==> config.mk <==
export PLATFORM = sky130hd
export DESIGN_NAME = hrrn_batch_scheduler_top_flat
export DESIGN_NICKNAME = d
export VERILOG_FILES = /design/src/hrrn_pkg.sv /design/src/hrrn_in_if.sv /design/src/hrrn_out_if.sv /design/src/hrrn_batch_scheduler_top.sv /design/src/hrrn_cell.sv /design/src/hrrn_ctrl.sv /design/src/flat_wrapper.sv
export SDC_FILE = /design/constraint.sdc
export NUM_CORES = 1
export LEC_CHECK = 0
export ABC_AREA = 1
export BUFFER_PORTS_ARGS = -buffer_cell sky130_fd_sc_hd__buf_2
export CORE_AREA = 2 2 272 274
export CTS_BUF_LIST = sky130_fd_sc_hd__clkbuf_8 sky130_fd_sc_hd__clkbuf_16
export DETAILED_ROUTE_END_ITERATION = 10
export DIE_AREA = 0 0 274 276
export GPL_TIMING_DRIVEN = 0
export PLACE_DENSITY = 0.7
export SLEW_MARGIN = 20
export SYNTH_ARGS = -nofsm -noshare
export SYNTH_HDL_FRONTEND = slang
export SYNTH_HIERARCHICAL = 1
export SYNTH_SLANG_ARGS = --single-unit
==> constraint.sdc <==
create_clock -name clk_i -period 7.14 [get_ports clk_i]
set_clock_uncertainty 0.15 [all_clocks]
set_input_delay 2.142 -clock clk_i [delete_from_list [all_inputs] [get_ports clk_i]]
set_output_delay 2.142 -clock clk_i [all_outputs]
set_load 0.01 [all_outputs]
==> src/hrrn_pkg.sv <==
package hrrn_pkg;

  localparam int unsigned MAX_PROCS_DEF = 16;

  localparam int unsigned BURST_W = 16;
  localparam int unsigned JOB_W   = 5;
  localparam int unsigned TIME_W  = 20;
  localparam int unsigned NOW_W   = 21;
  localparam int unsigned TOT_W   = 24;

  typedef enum logic [1:0] {
    ST_IDLE,
    ST_WAIT,
    ST_SCAN
  } ctrl_state_e;

  // broadcast from the controller to every cell
  typedef struct packed {
    logic load;
    logic retire;
    logic now_nz;
  } cell_cmd_t;

  // control part of the candidate that moves down the chain
  typedef struct packed {
    logic tok;
    logic val;
  } hop_ctl_t;

endpackage

==> src/hrrn_in_if.sv <==
interface hrrn_in_if;
  import hrrn_pkg::*;

  logic               valid;
  logic               ready;
  logic [BURST_W-1:0] burst_time;
  logic               final_job;

  modport source (output valid, output burst_time, output final_job, input ready);
  modport sink   (input valid, input burst_time, input final_job, output ready);
endinterface

==> src/hrrn_out_if.sv <==
interface hrrn_out_if;
  import hrrn_pkg::*;

  logic              valid;
  logic              ready;
  logic [JOB_W-1:0]  job_number;
  logic [TIME_W-1:0] wait_cycles;
  logic [TIME_W-1:0] turnaround;
  logic [TOT_W-1:0]  sum_waiting;
  logic [TOT_W-1:0]  sum_turnaround;
  logic              last_of_run;

  modport source (output valid, output job_number, output wait_cycles, output turnaround,
                  output sum_waiting, output sum_turnaround, output last_of_run,
                  input ready);
  modport sink   (input valid, input job_number, input wait_cycles, input turnaround,
                  input sum_waiting, input sum_turnaround, input last_of_run,
                  output ready);
endinterface

==> src/hrrn_batch_scheduler_top.sv <==
// Non-preemptive highest-response-ratio-next scheduler for one batch of up to
// MAX_PROCS jobs, all arriving at time zero. Each input word stores one burst
// in its own cell; the word flagged final_job (or the one that fills the store)
// starts scheduling, and no input is taken until the last result of the batch
// is registered. Every pick passes a candidate down a chain of MAX_PROCS
// cells, one cell per cycle; a pick starts only once the result register is
// free. Ties go to the lowest job number; at time zero the first loaded job
// runs first. Sums are nonzero only on the last_of_run word.
module hrrn_batch_scheduler_top #(
  parameter int unsigned MAX_PROCS = hrrn_pkg::MAX_PROCS_DEF
) (
  input  logic       clk_i,
  input  logic       rst_ni,
  hrrn_in_if.sink    in_i,
  hrrn_out_if.source out_o
);
  import hrrn_pkg::*;

  localparam int unsigned IDX_W = $clog2(MAX_PROCS);

  cell_cmd_t          cmd;
  logic [IDX_W-1:0]   cmd_idx;
  logic [BURST_W-1:0] cmd_burst;

  hop_ctl_t           hop       [0:MAX_PROCS];
  logic [BURST_W-1:0] hop_burst [0:MAX_PROCS];
  logic [IDX_W-1:0]   hop_idx   [0:MAX_PROCS];
  logic [MAX_PROCS-1:0] tok_vec;

  assign hop_burst[0] = '0;
  assign hop_idx[0]   = '0;

  hrrn_ctrl #(
    .MAX_PROCS(MAX_PROCS),
    .IDX_W    (IDX_W)
  ) u_ctrl (
    .clk_i       (clk_i),
    .rst_ni      (rst_ni),
    .in_valid_i  (in_i.valid),
    .in_burst_i  (in_i.burst_time),
    .in_final_i  (in_i.final_job),
    .in_ready_o  (in_i.ready),
    .cmd_o       (cmd),
    .cmd_idx_o   (cmd_idx),
    .cmd_burst_o (cmd_burst),
    .inj_o       (hop[0]),
    .tail_i      (hop[MAX_PROCS]),
    .tail_burst_i(hop_burst[MAX_PROCS]),
    .tail_idx_i  (hop_idx[MAX_PROCS]),
    .out_valid_o (out_o.valid),
    .out_ready_i (out_o.ready),
    .out_job_o   (out_o.job_number),
    .out_wait_o  (out_o.wait_cycles),
    .out_turn_o  (out_o.turnaround),
    .out_wsum_o  (out_o.sum_waiting),
    .out_tsum_o  (out_o.sum_turnaround),
    .out_last_o  (out_o.last_of_run)
  );

  for (genvar g = 0; g < MAX_PROCS; g++) begin : g_cell
    hrrn_cell #(
      .IDX_W (IDX_W),
      .MY_IDX(g)
    ) u_cell (
      .clk_i      (clk_i),
      .rst_ni     (rst_ni),
      .cmd_i      (cmd),
      .cmd_idx_i  (cmd_idx),
      .cmd_burst_i(cmd_burst),
      .hop_i      (hop[g]),
      .hop_burst_i(hop_burst[g]),
      .hop_idx_i  (hop_idx[g]),
      .hop_o      (hop[g+1]),
      .hop_burst_o(hop_burst[g+1]),
      .hop_idx_o  (hop_idx[g+1])
    );
    assign tok_vec[g] = hop[g+1].tok;
  end

  // only one scan may be in flight
  a_one_scan: assert property (@(posedge clk_i) disable iff (!rst_ni)
    $onehot0(tok_vec))
    else $error("more than one scan token in the cell chain");

  // a finished scan always lands in an empty result register
  a_slot_empty: assert property (@(posedge clk_i) disable iff (!rst_ni)
    hop[MAX_PROCS].tok |-> !out_o.valid)
    else $error("scan finished while a result word was still pending");

  // every scan finds an unfinished job
  a_found: assert property (@(posedge clk_i) disable iff (!rst_ni)
    hop[MAX_PROCS].tok |-> hop[MAX_PROCS].val)
    else $error("scan finished without a candidate");

  // no loading while a batch is being scheduled
  a_no_load: assert property (@(posedge clk_i) disable iff (!rst_ni)
    (tok_vec != '0) |-> !in_i.ready)
    else $error("input ready during a scan");

endmodule

==> src/hrrn_cell.sv <==
module hrrn_cell #(
  parameter int unsigned IDX_W  = 4,
  parameter int unsigned MY_IDX = 0
) (
  input  logic                        clk_i,
  input  logic                        rst_ni,
  input  hrrn_pkg::cell_cmd_t         cmd_i,
  input  logic [IDX_W-1:0]            cmd_idx_i,
  input  logic [hrrn_pkg::BURST_W-1:0] cmd_burst_i,
  input  hrrn_pkg::hop_ctl_t          hop_i,
  input  logic [hrrn_pkg::BURST_W-1:0] hop_burst_i,
  input  logic [IDX_W-1:0]            hop_idx_i,
  output hrrn_pkg::hop_ctl_t          hop_o,
  output logic [hrrn_pkg::BURST_W-1:0] hop_burst_o,
  output logic [IDX_W-1:0]            hop_idx_o
);
  import hrrn_pkg::*;

  logic               sel;
  logic               take;
  logic               live_q, live_d;
  logic [BURST_W-1:0] burst_q;
  hop_ctl_t           hop_q, hop_d;
  logic [BURST_W-1:0] hb_q, hb_d;
  logic [IDX_W-1:0]   hi_q, hi_d;

  assign sel = (cmd_idx_i == IDX_W'(MY_IDX));

  // (now+bc)*bb > (now+bb)*bc reduces to now*(bb-bc) > 0
  assign take = hop_i.tok && live_q &&
                (!hop_i.val || (cmd_i.now_nz && (burst_q < hop_burst_i)));

  always_comb begin
    live_d = live_q;
    if (cmd_i.load && sel) begin
      live_d = 1'b1;
    end else if (cmd_i.retire && sel) begin
      live_d = 1'b0;
    end
  end

  always_comb begin
    hop_d.tok = hop_i.tok;
    hop_d.val = hop_i.val | take;
    hb_d      = take ? burst_q : hop_burst_i;
    hi_d      = take ? IDX_W'(MY_IDX) : hop_idx_i;
  end

  always_ff @(posedge clk_i or negedge rst_ni) begin
    if (!rst_ni) begin
      live_q <= 1'b0;
      hop_q  <= '0;
    end else begin
      live_q <= live_d;
      hop_q  <= hop_d;
    end
  end

  always_ff @(posedge clk_i) begin
    if (cmd_i.load && sel) begin
      burst_q <= cmd_burst_i;
    end
    hb_q <= hb_d;
    hi_q <= hi_d;
  end

  assign hop_o       = hop_q;
  assign hop_burst_o = hb_q;
  assign hop_idx_o   = hi_q;

endmodule

==> src/hrrn_ctrl.sv <==
module hrrn_ctrl #(
  parameter int unsigned MAX_PROCS = hrrn_pkg::MAX_PROCS_DEF,
  parameter int unsigned IDX_W     = $clog2(MAX_PROCS)
) (
  input  logic                         clk_i,
  input  logic                         rst_ni,
  input  logic                         in_valid_i,
  input  logic [hrrn_pkg::BURST_W-1:0] in_burst_i,
  input  logic                         in_final_i,
  output logic                         in_ready_o,
  output hrrn_pkg::cell_cmd_t          cmd_o,
  output logic [IDX_W-1:0]             cmd_idx_o,
  output logic [hrrn_pkg::BURST_W-1:0] cmd_burst_o,
  output hrrn_pkg::hop_ctl_t           inj_o,
  input  hrrn_pkg::hop_ctl_t           tail_i,
  input  logic [hrrn_pkg::BURST_W-1:0] tail_burst_i,
  input  logic [IDX_W-1:0]             tail_idx_i,
  output logic                         out_valid_o,
  input  logic                         out_ready_i,
  output logic [hrrn_pkg::JOB_W-1:0]   out_job_o,
  output logic [hrrn_pkg::TIME_W-1:0]  out_wait_o,
  output logic [hrrn_pkg::TIME_W-1:0]  out_turn_o,
  output logic [hrrn_pkg::TOT_W-1:0]   out_wsum_o,
  output logic [hrrn_pkg::TOT_W-1:0]   out_tsum_o,
  output logic                         out_last_o
);
  import hrrn_pkg::*;

  localparam int unsigned CNT_W = $clog2(MAX_PROCS + 1);

  ctrl_state_e       state_q, state_d;
  logic [CNT_W-1:0]  cnt_q, cnt_inc;
  logic [CNT_W-1:0]  pick_q, pick_inc;
  logic [NOW_W-1:0]  now_q, tat;
  logic [TOT_W-1:0]  wtot_q, ttot_q, wtot_nx, ttot_nx;
  logic              in_fire, start, slot_free, tail_fire, last_pick, inject;

  logic              ov_q;
  logic [JOB_W-1:0]  job_q;
  logic [TIME_W-1:0] wait_q, turn_q;
  logic [TOT_W-1:0]  wsum_q, tsum_q;
  logic              last_q;

  assign in_fire   = in_valid_i && in_ready_o;
  assign cnt_inc   = cnt_q + CNT_W'(1);
  assign start     = in_fire && (in_final_i || (cnt_inc == CNT_W'(MAX_PROCS)));
  assign slot_free = !ov_q || out_ready_i;
  assign tail_fire = tail_i.tok;
  assign pick_inc  = pick_q + CNT_W'(1);
  assign last_pick = (pick_inc == cnt_q);

  assign tat     = now_q + NOW_W'(tail_burst_i);
  assign wtot_nx = wtot_q + TOT_W'(now_q);
  assign ttot_nx = ttot_q + TOT_W'(tat);

  // next state
  always_comb begin
    state_d = state_q;
    case (state_q)
      ST_IDLE: if (start) state_d = ST_WAIT;
      ST_WAIT: if (slot_free) state_d = ST_SCAN;
      ST_SCAN: if (tail_fire) state_d = last_pick ? ST_IDLE : ST_WAIT;
      default: state_d = ST_IDLE;
    endcase
  end

  // outputs: a scan is launched only once the result register will be free
  always_comb begin
    in_ready_o = 1'b0;
    inject     = 1'b0;
    case (state_q)
      ST_IDLE: in_ready_o = 1'b1;
      ST_WAIT: inject     = slot_free;
      ST_SCAN: ;
      default: ;
    endcase
  end

  always_comb begin
    cmd_o.load   = in_fire;
    cmd_o.retire = tail_fire;
    cmd_o.now_nz = (now_q != '0);
    cmd_idx_o    = in_fire ? cnt_q[IDX_W-1:0] : tail_idx_i;
    cmd_burst_o  = in_burst_i;
    inj_o.tok    = inject;
    inj_o.val    = 1'b0;
  end

  always_ff @(posedge clk_i or negedge rst_ni) begin
    if (!rst_ni) begin
      state_q <= ST_IDLE;
      cnt_q   <= '0;
      pick_q  <= '0;
      now_q   <= '0;
      wtot_q  <= '0;
      ttot_q  <= '0;
      ov_q    <= 1'b0;
    end else begin
      state_q <= state_d;
      if (in_fire) begin
        cnt_q <= cnt_inc;
      end
      if (tail_fire) begin
        ov_q <= 1'b1;
        if (last_pick) begin
          cnt_q  <= '0;
          pick_q <= '0;
          now_q  <= '0;
          wtot_q <= '0;
          ttot_q <= '0;
        end else begin
          pick_q <= pick_inc;
          now_q  <= tat;
          wtot_q <= wtot_nx;
          ttot_q <= ttot_nx;
        end
      end else if (out_ready_i) begin
        ov_q <= 1'b0;
      end
    end
  end

  always_ff @(posedge clk_i) begin
    if (tail_fire) begin
      job_q  <= JOB_W'({1'b0, tail_idx_i} + (IDX_W + 1)'(1));
      wait_q <= now_q[TIME_W-1:0];
      turn_q <= tat[TIME_W-1:0];
      wsum_q <= last_pick ? wtot_nx : '0;
      tsum_q <= last_pick ? ttot_nx : '0;
      last_q <= last_pick;
    end
  end

  assign out_valid_o = ov_q;
  assign out_job_o   = job_q;
  assign out_wait_o  = wait_q;
  assign out_turn_o  = turn_q;
  assign out_wsum_o  = wsum_q;
  assign out_tsum_o  = tsum_q;
  assign out_last_o  = last_q;

endmodule

==> src/flat_wrapper.sv <==
// flat-port wrapper written by rule: the top's interface ports become plain ports
module hrrn_batch_scheduler_top_flat import hrrn_pkg::*;
#(
  parameter int unsigned MAX_PROCS = hrrn_pkg::MAX_PROCS_DEF
)
  (clk_i, rst_ni, in_i_valid, in_i_burst_time, in_i_final_job, in_i_ready, out_o_valid, out_o_job_number, out_o_wait_cycles, out_o_turnaround, out_o_sum_waiting, out_o_sum_turnaround, out_o_last_of_run, out_o_ready);
  hrrn_in_if in_i_i ();
  hrrn_out_if out_o_i ();
  input  logic clk_i;
  input  logic rst_ni;
  input wire logic [$bits(in_i_i.valid)-1:0] in_i_valid;
  input wire logic [$bits(in_i_i.burst_time)-1:0] in_i_burst_time;
  input wire logic [$bits(in_i_i.final_job)-1:0] in_i_final_job;
  output wire logic [$bits(in_i_i.ready)-1:0] in_i_ready;
  output wire logic [$bits(out_o_i.valid)-1:0] out_o_valid;
  output wire logic [$bits(out_o_i.job_number)-1:0] out_o_job_number;
  output wire logic [$bits(out_o_i.wait_cycles)-1:0] out_o_wait_cycles;
  output wire logic [$bits(out_o_i.turnaround)-1:0] out_o_turnaround;
  output wire logic [$bits(out_o_i.sum_waiting)-1:0] out_o_sum_waiting;
  output wire logic [$bits(out_o_i.sum_turnaround)-1:0] out_o_sum_turnaround;
  output wire logic [$bits(out_o_i.last_of_run)-1:0] out_o_last_of_run;
  input wire logic [$bits(out_o_i.ready)-1:0] out_o_ready;
  assign in_i_i.valid = in_i_valid;
  assign in_i_i.burst_time = in_i_burst_time;
  assign in_i_i.final_job = in_i_final_job;
  assign in_i_ready = in_i_i.ready;
  assign out_o_valid = out_o_i.valid;
  assign out_o_job_number = out_o_i.job_number;
  assign out_o_wait_cycles = out_o_i.wait_cycles;
  assign out_o_turnaround = out_o_i.turnaround;
  assign out_o_sum_waiting = out_o_i.sum_waiting;
  assign out_o_sum_turnaround = out_o_i.sum_turnaround;
  assign out_o_last_of_run = out_o_i.last_of_run;
  assign out_o_i.ready = out_o_ready;
  hrrn_batch_scheduler_top #(.MAX_PROCS(MAX_PROCS)) u_core (.clk_i(clk_i), .rst_ni(rst_ni), .in_i(in_i_i), .out_o(out_o_i));
endmodule
==> impl_metrics.csv, run 1 <==
group,metric,value,unit
route,wl_per_cell,16.5,µm
timing,hold_ws,0.224,ns
layout,layout.nets,4901,
setup_path,required,7.26,ns
setup_path,cp-start-kind,"input port",
timing,hold_viol,0,
global_route,grt_pass1_vias,27324,
layout,diodes,0,
floorplanning,io_pins,117,
run,maxCapViolCount,0,
cts,clk_path_buf_depth,3,
synth,yosys_warnings,6,
setup_path,crit_type,"in2reg",
cts,hold_buffers,0,
cts,post_cts_buffers,0,
floorplanning,dieArea,75600,µm²
power,leakagePower,21.6,nW
timing,worstMarginPinSlew,0.862,ns
floorplanning,rows,99,
placement,pre_cts_slack,2.21,ns
route,initialDrtViolationCount,1793,
setup_path,r2r_cells,16,
floorplanning,coreArea,72600,µm²
cts,cts.sinks,799,
placement,numPortBuffers,100,
power,powerDensity,471,nW/µm²
synth,postSynthAreaPerCell,8.94,µm²
cts,cts_tree,"done",
cts,htreeDepth,3,
timing,min_period,4.33,ns
setup_path,arrival,4.45,ns
layout,nFillCells,6246,
run_status,status,"finished, final reports clean",
timing,slew_headroom,0.424,
timing,rsz0062_at_grt,"no",
hold_path,hold_depth,0,
synth,syn_inst,4344,
placement,gp_congestion,0.940,
route,wirelength,92.6,mm
cts,clk_pin_slew_worst_paths,0.06,ns
timing,setup_violations,0,
route,drc,0,
power,power,20.6,mW
cts,ctsResizeCount,0,
floorplanning,dieWidth,274,µm
hold_path,worstHoldStart,"u_core/g_cell[13].u_cell/hop_o[1]$_DFF_PN0_",
setup_path,end_kind,"flop",
setup_path,crit_fanout,16,
route,drt_pass1_iterations,6,
global_route,grt_start_max_net_pins,78,
setup_path,crit_start,"in_i_valid",
route,ant_nets,0,
setup_path,worstReg2RegEnd,"u_core/u_ctrl/out_tsum_o[19]$_SDFFCE_PN0P_",
setup_path,r2r_slack,2.91,ns
cts,cts_buffers,83,
layout,drive_gt1_frac,0.129,
global_route,grt_pass1_wl,145,mm
timing,setup_ws,2.81,ns
cts,cts-root-buf,"clkbuf_16",
placement,place_hpwl,67.8,mm
floorplanning,die_h,276,µm
route,vias,28417,
timing,fmax,231,MHz
global_route,track_usage,0.245,
global_route,antenna_found_initial,1,
timing,fin_crit_sh,0.607,
route,via_per_inst,5.07,
global_route,grt_overflow_total,0,
hold_path,worstHoldPathType,"reg2reg",
cts,clk_latency,0.63,ns
timing,maxSlewViolCount,0,
synth,synth_area,38800,µm²
timing,setup_tns,0,ns
layout,syn_to_final_growth,12.5,%
power,peakVddDrop,0.000331,V
floorplanning,start_util,0.535,
setup_path,rr_startpoint,"u_core/u_ctrl/now_q[1]$_DFFE_PN0P_",
setup_path,crit_path_end,"u_core/g_cell[1].u_cell/burst_q[11]$_DFFE_PP_",
## how the worst min path moves through the flow
stage                     slack, ns                                          end
after CTS                      0.23  u_core/g_cell[10].u_cell/hop_o[1]$_DFF_PN0_
after global routing           0.23  u_core/g_cell[10].u_cell/hop_o[1]$_DFF_PN0_
after floorplan                0.20  u_core/g_cell[10].u_cell/hop_o[1]$_DFF_PN0_
final                          0.22  u_core/g_cell[14].u_cell/hop_o[1]$_DFF_PN0_
after global placement         0.21  u_core/g_cell[11].u_cell/hop_o[1]$_DFF_PN0_
after detailed placement       0.21  u_core/g_cell[14].u_cell/hop_o[1]$_DFF_PN0_
## critical path, cell delays in order
cell	delay, ns
buf_2	0.09
nand2_1	0.09
inv_1	0.28
nand2_1	0.13
o21ai_2	0.08
buf_6	0.20
inv_1	0.06
nor4_1	0.61
nand2_1	0.19
inv_1	0.54
## state kept, by name (all words and copies together) (netlist names), 2 cells and up
signal	cells
u_core/g_cell.u_cell/burst_q	256
u_core/g_cell.u_cell/hop_burst_o	256
u_core/g_cell.u_cell/hop_idx_o	64
u_core/g_cell.u_cell/hop_o	31
u_core/g_cell.u_cell/live_q	16
u_core/u_ctrl/cnt_q	5
u_core/u_ctrl/now_q	21
u_core/u_ctrl/out_job_o	5
u_core/u_ctrl/out_tsum_o	24
u_core/u_ctrl/out_turn_o	20
u_core/u_ctrl/out_wait_o	20
u_core/u_ctrl/out_wsum_o	24
u_core/u_ctrl/pick_q	5
u_core/u_ctrl/state_q	2
u_core/u_ctrl/ttot_q	24
u_core/u_ctrl/wtot_q	24
## stage by stage
stage	instances	util	instance area (µm²)
after floorplan	4379	-	39000
after global placement	5438	0.560	40700
after detailed placement	5447	0.563	40900
after CTS	5602	0.602	43700
after global routing	5602	0.602	43700
final	5602	0.602	43700
## where the power goes
| part | switching (mW) | internal, mW |
|---|---|---|
| registers | 0.976 | 6.38 |
| clock network | 1.80 | 2.61 |
| logic | 5.75 | 3.08 |
## layout make-up
type	count	area (µm²)	area share
tap	959	1200	0.0275
clock inverter	59	546	0.0125
timing repair buffer	109	661	0.0151
inverter	619	2330	0.0532
clock buffer	96	2280	0.0522
sequential	799	20100	0.461
buffer	106	896	0.0205
multi-input combinational	2855	15600	0.358
## cell usage in the layout, fill, tap and decap left out, drive strengths merged, types with 114 or more instances in the layout
cell type  count
nand2       1575
edfxtp       350
clkbuf       114
nand3        332
nor2         186
ha           304
dfxtp        320
dfrtp        129
buf          197
a21oi        158
inv          639
## layer usage
metal | part of all wire | GRT usage | wire, µm
met3 | 0.050 | 0.0423 | 4670
met1 | 0.43 | 0.313 | 40200
met4 | 0.035 | 0.0847 | 3220
met5 | 0 | 0 | 0
met2 | 0.48 | 0.419 | 44500
Power figures use the tool's default switching activity.
==> inputs of run 2 (changes only) <==
--- a/config.mk
+++ b/config.mk
@@ -5,14 +5,14 @@
 export SDC_FILE = /design/constraint.sdc
 export NUM_CORES = 1
 export LEC_CHECK = 0
-export ABC_AREA = 1
+export ABC_AREA = 0
 export BUFFER_PORTS_ARGS = -buffer_cell sky130_fd_sc_hd__buf_2
-export CORE_AREA = 2 2 272 274
+export CORE_AREA = 2 2 261 263
 export CTS_BUF_LIST = sky130_fd_sc_hd__clkbuf_8 sky130_fd_sc_hd__clkbuf_16
 export DETAILED_ROUTE_END_ITERATION = 10
-export DIE_AREA = 0 0 274 276
+export DIE_AREA = 0 0 263 265
 export GPL_TIMING_DRIVEN = 0
-export PLACE_DENSITY = 0.7
+export PLACE_DENSITY = 0.73
 export SLEW_MARGIN = 20
 export SYNTH_ARGS = -nofsm -noshare
 export SYNTH_HDL_FRONTEND = slang
==> constraint.sdc (replaced) <==
create_clock -name clk_i -period 3.67 [get_ports clk_i]
set_clock_uncertainty 0.15 [all_clocks]
set_input_delay 1.101 -clock clk_i [delete_from_list [all_inputs] [get_ports clk_i]]
set_output_delay 1.101 -clock clk_i [all_outputs]
set_load 0.01 [all_outputs]
==> run 2 against run 1 <==
The flow now finishes with violations (setup timing); setup slack got worse by 3.2 ns; first-iteration DRC count decreased by 4.2%; combinational power increased by 100%; flip-flop and latch count unchanged; register-to-register slack got worse by 3.3 ns; sequential power increased by 90%; die area decreased by 7.8%; critical path depth increased by 9; clock power increased by 100%; largest cell class unchanged.
==> impl_metrics.csv, run 2 <==
group,metric,value,unit
setup_path,arrival,4.34,ns
floorplanning,die_h,265,µm
setup_path,r2r_slack,-0.35,ns
placement,pre_cts_slack,-1.04,ns
layout,final_common_cell,"edfxtp_1",
route,wirelength,87.7,mm
global_route,grt_start_max_net_pins,75,
layout,most-common-layout-cells,"edfxtp_1 (350), dfxtp_1 (320), inv_1 (285)",
floorplanning,rows,95,
setup_path,crit_path_cell_trace,"ha_4 > inv_2 > fa_2 > nand2b_4 > a21oi_4 > o21ai_2 > a21o_1 > o21a_4 > nor2_4 > xor2_4 > buf_6 > ha_4 > nand2_4 > o41ai_4 > a31oi_4 > a21oi_2 > nand2_2 > or2_1 > a21oi_2",
floorplanning,coreArea,66800,µm²
synth,postSynthAreaPerCell,12.4,µm²
cts,cts-root-buf,"clkbuf_16",
setup_path,critical_path_depth,19,
setup_path,cp-start-kind,"flop",
global_route,track_usage,0.249,
setup_path,timing.critical_path.buf_inv,2,
setup_path,rr_startpoint,"u_core/u_ctrl/now_q[0]$_DFFE_PN0P_",
route,ant_nets,0,
setup_path,end_kind,"flop",
cts,clk_latency,0.64,ns
route,via_per_inst,5.69,
timing,min_period,4.02,ns
run_status,status,"finished, violations left",
timing,fmax,249,MHz
timing,fin_crit_sh,1.10,
route,drt_pass1_iterations,5,
global_route,grt_overflow_total,0,
cts,cts_buffers,82,
setup_path,worstReg2RegEnd,"u_core/u_ctrl/out_tsum_o[23]$_SDFFCE_PN0P_",
cts,htreeDepth,3,
run_status,violations,"setup timing",
power,leakagePower,17.7,nW
synth,synth_area,35800,µm²
timing,rsz0062_at_grt,"yes",
hold_path,hold_depth,0,
route,vias,23347,
floorplanning,dieArea,69700,µm²
run,maxCapViolCount,0,
layout,syn_to_final_growth,17.7,%
floorplanning,start_util,0.535,
setup_path,crit_slowest_cell,"dfrtp_2",
floorplanning,io_pins,117,
timing,worstMarginPinSlew,0.904,ns
global_route,antenna_found_initial,2,
synth,yosys_warnings,6,
cts,clk_pin_slew_worst_paths,0.06,ns
route,drc,0,
setup_path,r2r_cells,19,
cts,cts.sinks,799,
timing,hold_viol,0,
timing,slew_headroom,0.394,
layout,layout.nets,3487,
setup_path,crit_start,"u_core/u_ctrl/now_q[0]$_DFFE_PN0P_",
layout,drive_gt1_frac,0.181,
layout,nFillCells,5007,
global_route,grt_pass1_vias,24236,
hold_path,worstHoldStart,"u_core/g_cell[13].u_cell/hop_o[1]$_DFF_PN0_",
setup_path,crit_type,"reg2reg",
setup_path,required,3.99,ns
hold_path,holdPathEnd,"u_core/g_cell[14].u_cell/hop_o[1]$_DFF_PN0_",
cts,clk_path_buf_depth,3,
setup_path,crit_family,"compound AO/OA/AOI/OAI gates",
route,wl_per_cell,21.4,µm
setup_path,critical-path-max-stage-delay,0.40,ns
synth,syn_inst,2881,
timing,setup_ws,-0.349,ns
timing,setup_tns,-2.19,ns
timing,hold_ws,0.227,ns
cts,cts_tree,"done",
route,initialDrtViolationCount,1717,
placement,numPortBuffers,100,
hold_path,worstHoldPathType,"reg2reg",
timing,setup_violations,16,
power,powerDensity,972,nW/µm²
placement,gp_congestion,0.940,
power,peakVddDrop,0.000760,V
placement,place_hpwl,60.3,mm
timing,maxSlewViolCount,0,
setup_path,crit_fanout,4,
layout,diodes,0,
global_route,grt_pass1_wl,135,mm
floorplanning,dieWidth,263,µm
-- run 2: metal layers --
metal  global-route usage  share of wire
met1                0.307           0.41
met2                0.439           0.50
met3               0.0380          0.053
met4                0.103          0.039
met5                    0        0.00015
-- run 2: area by class of cell --
type	count	area (µm²)	area share
flip-flops and latches	799	20200	0.479
multi-input cells	1750	15200	0.362
clock buffers	93	2230	0.0529
repair buffers	168	1090	0.0260
well taps	873	1090	0.0260
inverters	272	1020	0.0243
clock inverters	61	678	0.0161
plain buffers	86	564	0.0134
-- run 2: worst register-to-register path, stage by stage, from the launching register on --
cell	delay [ns]
dfrtp_2	0.40
ha_4	0.15
inv_2	0.04
fa_2	0.34
nand2b_4	0.17
a21oi_4	0.17
o21ai_2	0.09
a21o_1	0.20
o21a_4	0.26
nor2_4	0.20
xor2_4	0.12
buf_6	0.15
ha_4	0.28
nand2_4	0.07
o41ai_4	0.27
a31oi_4	0.08
a21oi_2	0.22
nand2_2	0.09
or2_1	0.25
a21oi_2	0.18
-- run 2: worst max-delay path by stage --
stage | end | slack, ns
floorplan | u_core/u_ctrl/out_tsum_o[22]$_SDFFCE_PN0P_ | 0.006
global placement | u_core/g_cell[1].u_cell/burst_q[5]$_DFFE_PP_ | -1.37
detailed placement | u_core/u_ctrl/out_tsum_o[23]$_SDFFCE_PN0P_ | -1.04
CTS | u_core/u_ctrl/out_tsum_o[22]$_SDFFCE_PN0P_ | -0.28
global route | u_core/u_ctrl/ttot_q[22]$_DFFE_PN0P_ | -0.50
finish | u_core/u_ctrl/out_tsum_o[23]$_SDFFCE_PN0P_ | -0.35
-- run 2: power breakdown --
part	internal [mW]	switching [mW]	total (mW)
Clock	5.24	3.56	8.80
Sequential	12.3	1.74	14.0
Combinational	8.12	9.99	18.1
-- run 2: metrics by stage --
stage	cell area [µm²]	std cells	util	power [mW]
floorplan	36000	2916	-	23.7
global placement	37600	3889	0.562	27.5
detailed placement	37600	3891	0.563	28.0
CTS	41600	4088	0.623	39.1
global route	42100	4102	0.630	43.2
finish	42100	4102	0.630	40.9
-- run 2: timing repair --
action / in CTS / in global routing
pin swaps: 44 / 35
setup endpoints to repair: 32 / 81
hold buffers: 0 / 0
setup buffers: 51 / 15
gates resized for setup: 130 / 70
